===== src/assert_macros.svh =====
// assertion helpers shared by the rtl files
`ifndef ASSERT_MACROS_SVH
`define ASSERT_MACROS_SVH

`ifndef SYNTHESIS
// clocked check, switched off while reset is asserted
`define BCI_ASSERT(lbl, clk, rst_n, prop, msg) \
    lbl: assert property (@(posedge clk) disable iff (!rst_n) prop) else $error(msg);
// clocked check that also holds through reset
`define BCI_ASSERT_ALWAYS(lbl, clk, prop, msg) \
    lbl: assert property (@(posedge clk) prop) else $error(msg);
`else
`define BCI_ASSERT(lbl, clk, rst_n, prop, msg)
`define BCI_ASSERT_ALWAYS(lbl, clk, prop, msg)
`endif

`endif


===== src/bci_ram.sv =====
`default_nettype none

module bci_ram #(
    parameter int WIDTH = 8,
    parameter int DEPTH = 16,
    localparam int AW = $clog2(DEPTH)
) (
    input  wire logic             i_clk,
    input  wire logic             i_we,
    input  wire logic [AW-1:0]    i_waddr,
    input  wire logic [WIDTH-1:0] i_wdata,
    input  wire logic             i_re,
    input  wire logic [AW-1:0]    i_raddr,
    output logic      [WIDTH-1:0] o_rdata
);

    logic [WIDTH-1:0] r_mem [DEPTH];
    logic [WIDTH-1:0] r_rdata;

    // read returns the old word when the same address is written
    always_ff @(posedge i_clk) begin
        if (i_we) begin
            r_mem[i_waddr] <= i_wdata;
        end
        if (i_re) begin
            r_rdata <= r_mem[i_raddr];
        end
    end

    assign o_rdata = r_rdata;

endmodule

`default_nettype wire


===== config.mk =====
export PLATFORM = sky130hd
export DESIGN_NAME = bci_ram
export DESIGN_NICKNAME = d
export VERILOG_FILES = /design/src/assert_macros.svh /design/src/bci_ram.sv
export SDC_FILE = /design/constraint.sdc
export NUM_CORES = 1
export LEC_CHECK = 0
export BUFFER_PORTS_ARGS = -buffer_cell sky130_fd_sc_hd__buf_2
export CAP_MARGIN = 20
export CORE_ASPECT_RATIO = 1.75
export CORE_MARGIN = 3
export CORE_UTILIZATION = 35
export CTS_CLUSTER_SIZE = 12
export DETAILED_ROUTE_END_ITERATION = 10
export PLACE_DENSITY = 0.53
export SLEW_MARGIN = 20
export SYNTH_ARGS = -nofsm -noshare
export SYNTH_HDL_FRONTEND = slang
export SYNTH_SLANG_ARGS = --single-unit

===== constraint.sdc =====
create_clock -name i_clk -period 4.32 [get_ports i_clk]
set_input_delay 0.432 -clock i_clk [delete_from_list [all_inputs] [get_ports i_clk]]
set_output_delay 0.432 -clock i_clk [all_outputs]
set_load 0.02 [all_outputs]

==> metrics <==
status=finished, final reports clean; Resize count post-CTS=0; Root Buffer=clkbuf_16; HP Class=in -> reg; post-synthesis mux area share=14.8%; Post-Route WL=~10000 µm; Cells after Synth=229; Nets=around 290; hold path start=i_re; leakage power=2.01 nW; CTS max path bufs=2; fin crit period=1.78 ns; drt drc=0; critical path's slowest cell=mux4_1; post-route antenna net violation count=0; Reg power frac=49.0%; clock skew=0.00413 ns; vias in the first global route=2521; Die X=between 90 and 100 µm; initial antenna violation count=0; remaining global-route overflow=0; Largest delay share family, worst path=multiplexers; CTS buffer count=17; largest family of logic cells by synthesized area=multiplexers; Final Max Slew Viols=0; hold slack=between 0.3 and 0.4 ns; GRT Resource Usage Total=around an eighth; arrival time of the worst setup path=1.94 ns; n_diodes=0; Int Power=about 2.4 mW; Starting Density=36.0%; GP Congestion=0.693; peak per-stage delay on the critical path=0.64 ns; largest net degree at the start of global routing=33; Max-cap violations=0; Critical path origin=i_raddr[0]; initial DRC count=158; post-synthesis xor/xnor area fraction=0%; PD cells=499 nW/µm²; DP HPWL=6730 µm; IO Port Bufs=26; later-pin clock latency in the skew report=0.41 ns; complex-gate fraction of the synthesized area=2.30%; Post-CTS Setup Bufs=0; Layout area overhead=16.9%; period utilisation layout=41.2%; CTS tree=yes; sequential area share after synthesis=78.1%; Setup crit end kind=flop; Sw Ratio=20.0%; Synth cell types=18; switching power=0.609 mW; combinational fraction of design power=4.4%; adder-cell share of the synthesized area=0%; final setup fails=0; most frequent cells in the layout=edfxtp_1 (136), buf_2 (25), mux4_2 (18); crit path buf inv count=1; CTS sink cnt=136; WS Path Type=in -> reg; DRT Pass-1 Iters=4; via count=2347; Slew headroom=32.0%; proportion of layout cells with a drive suffix above 1=27.2%; # rows=58; most common cell after layout, fill and taps aside=edfxtp_1; Worst Path Required=between 4 and 5 ns; WL per Instance=21.9 µm; Worst Tran Pin Value=1.02 ns; Ys Warns=0; die height=about 170 µm; worst reg2reg startpoint=r_mem[1][2]; clk slew on worst S/H paths=roughly 0.060 ns; Die Area=~16000 µm²; htree depth=4; via-per-instance ratio=5.11; CP startpoint kind=input pin; clock power share=46.6%; final hold vios=0; CTS Hold Bufs=0; cells along the critical path=buf_4 > mux4_1 > a22oi_1 > nand2_1; first-pass GRT wire length=15200 µm; syn avg cell area=22.8 µm²; Critical Path Fanout Max=32; syn nets=248; Fmax achieved=0.561 GHz; RSZ-0062 raised after global routing=no; core area=between 10000 and 15000 µm²; io pins=27; Syn Std Cell Area=roughly 5200 µm²; Setup TNS=0 ns; Fill cells=1304; Storage cell area=4080 µm²; Yosys reg bits=between 100 and 150; multi-input logic area=around 1100 µm²; worst vdd ir=0.257 mV; simple-gate area share of the yosys netlist=between 3 and 4%
## cells in the mapped netlist
cell type | instances | share of area [%]
edfxtp_1 | 136 | 78
nand3_1 | 1 | 0.096
nor3_1 | 4 | 0.38
buf_2 | 3 | 0.29
nor2b_1 | 1 | 0.12
nand3b_1 | 2 | 0.29
buf_6 | 3 | 0.65
mux4_1 | 14 | 7.0
clkdlybuf4s25_2 | 3 | 0.57
mux4_2 | 18 | 7.8
nand2b_1 | 2 | 0.24
buf_4 | 1 | 0.14
nand2_1 | 9 | 0.65
and2b_1 | 1 | 0.14
and2_1 | 1 | 0.12
or3b_2 | 1 | 0.17
nor2_1 | 13 | 0.93
a22oi_1 | 16 | 2.3
## flip-flops by register name (all words and copies together) (netlist names)
| name | flops |
|---|---|
| r_mem | 128 |
| o_rdata | 8 |
## kinds of logic (layout without fill, tap and decap cells)
group                  count (synthesis)  count (layout)
buffers and inverters                 10              60
flip-flops                           136             136
AND/OR/NAND/NOR                       35              35
AO/OA/AOI/OAI                         16              16
multiplexers                          32              32
## layer usage
metal  track usage, %  part of all wire (%)
met5                0                     0
met1             14.5                    38
met4             5.59                   1.1
met2             22.6                    57
met3             3.79                   4.2
## final cells by class
cell class              count  area share, %
flip-flops and latches    136           66.8
multi-input cells          83           17.5
repair buffers             28           2.42
clock inverters            13           2.52
well taps                 180           3.69
clock buffers              19           7.08
## power groups by stage
stage | logic (mW) | registers [mW] | clock network (mW)
floorplan | 0.0750 | 1.53 | 0
global placement | 0.135 | 1.52 | 0
detailed placement | 0.138 | 1.52 | 0
CTS | 0.138 | 1.50 | 1.45
global route | 0.146 | 1.50 | 1.50
finish | 0.134 | 1.49 | 1.42
## path summary, 6_finish.rpt
path | endpoint | slack, ns | depth (start not counted)
max reg2reg | o_rdata[2] | 2.82 | 3
min reg2reg | o_rdata[1] | 0.75 | 3
min | o_rdata[2] | 0.39 | 1
max | o_rdata[2] | 2.54 | 4
## per-stage QoR
step                      power [mW]  worst slack (ns)  std cells  util [%]  area, µm²
after global routing            3.14              2.43        459      42.1       6110
after floorplan                 1.60              2.40        229         -       5230
final                           3.05              2.54        459      42.1       6110
after detailed placement        1.66              1.70        427      38.0       5520
after global placement          1.66              1.70        427      38.0       5520
after CTS                       3.08              2.14        459      42.1       6110
Note: power is estimated with default switching activity, not from simulation.
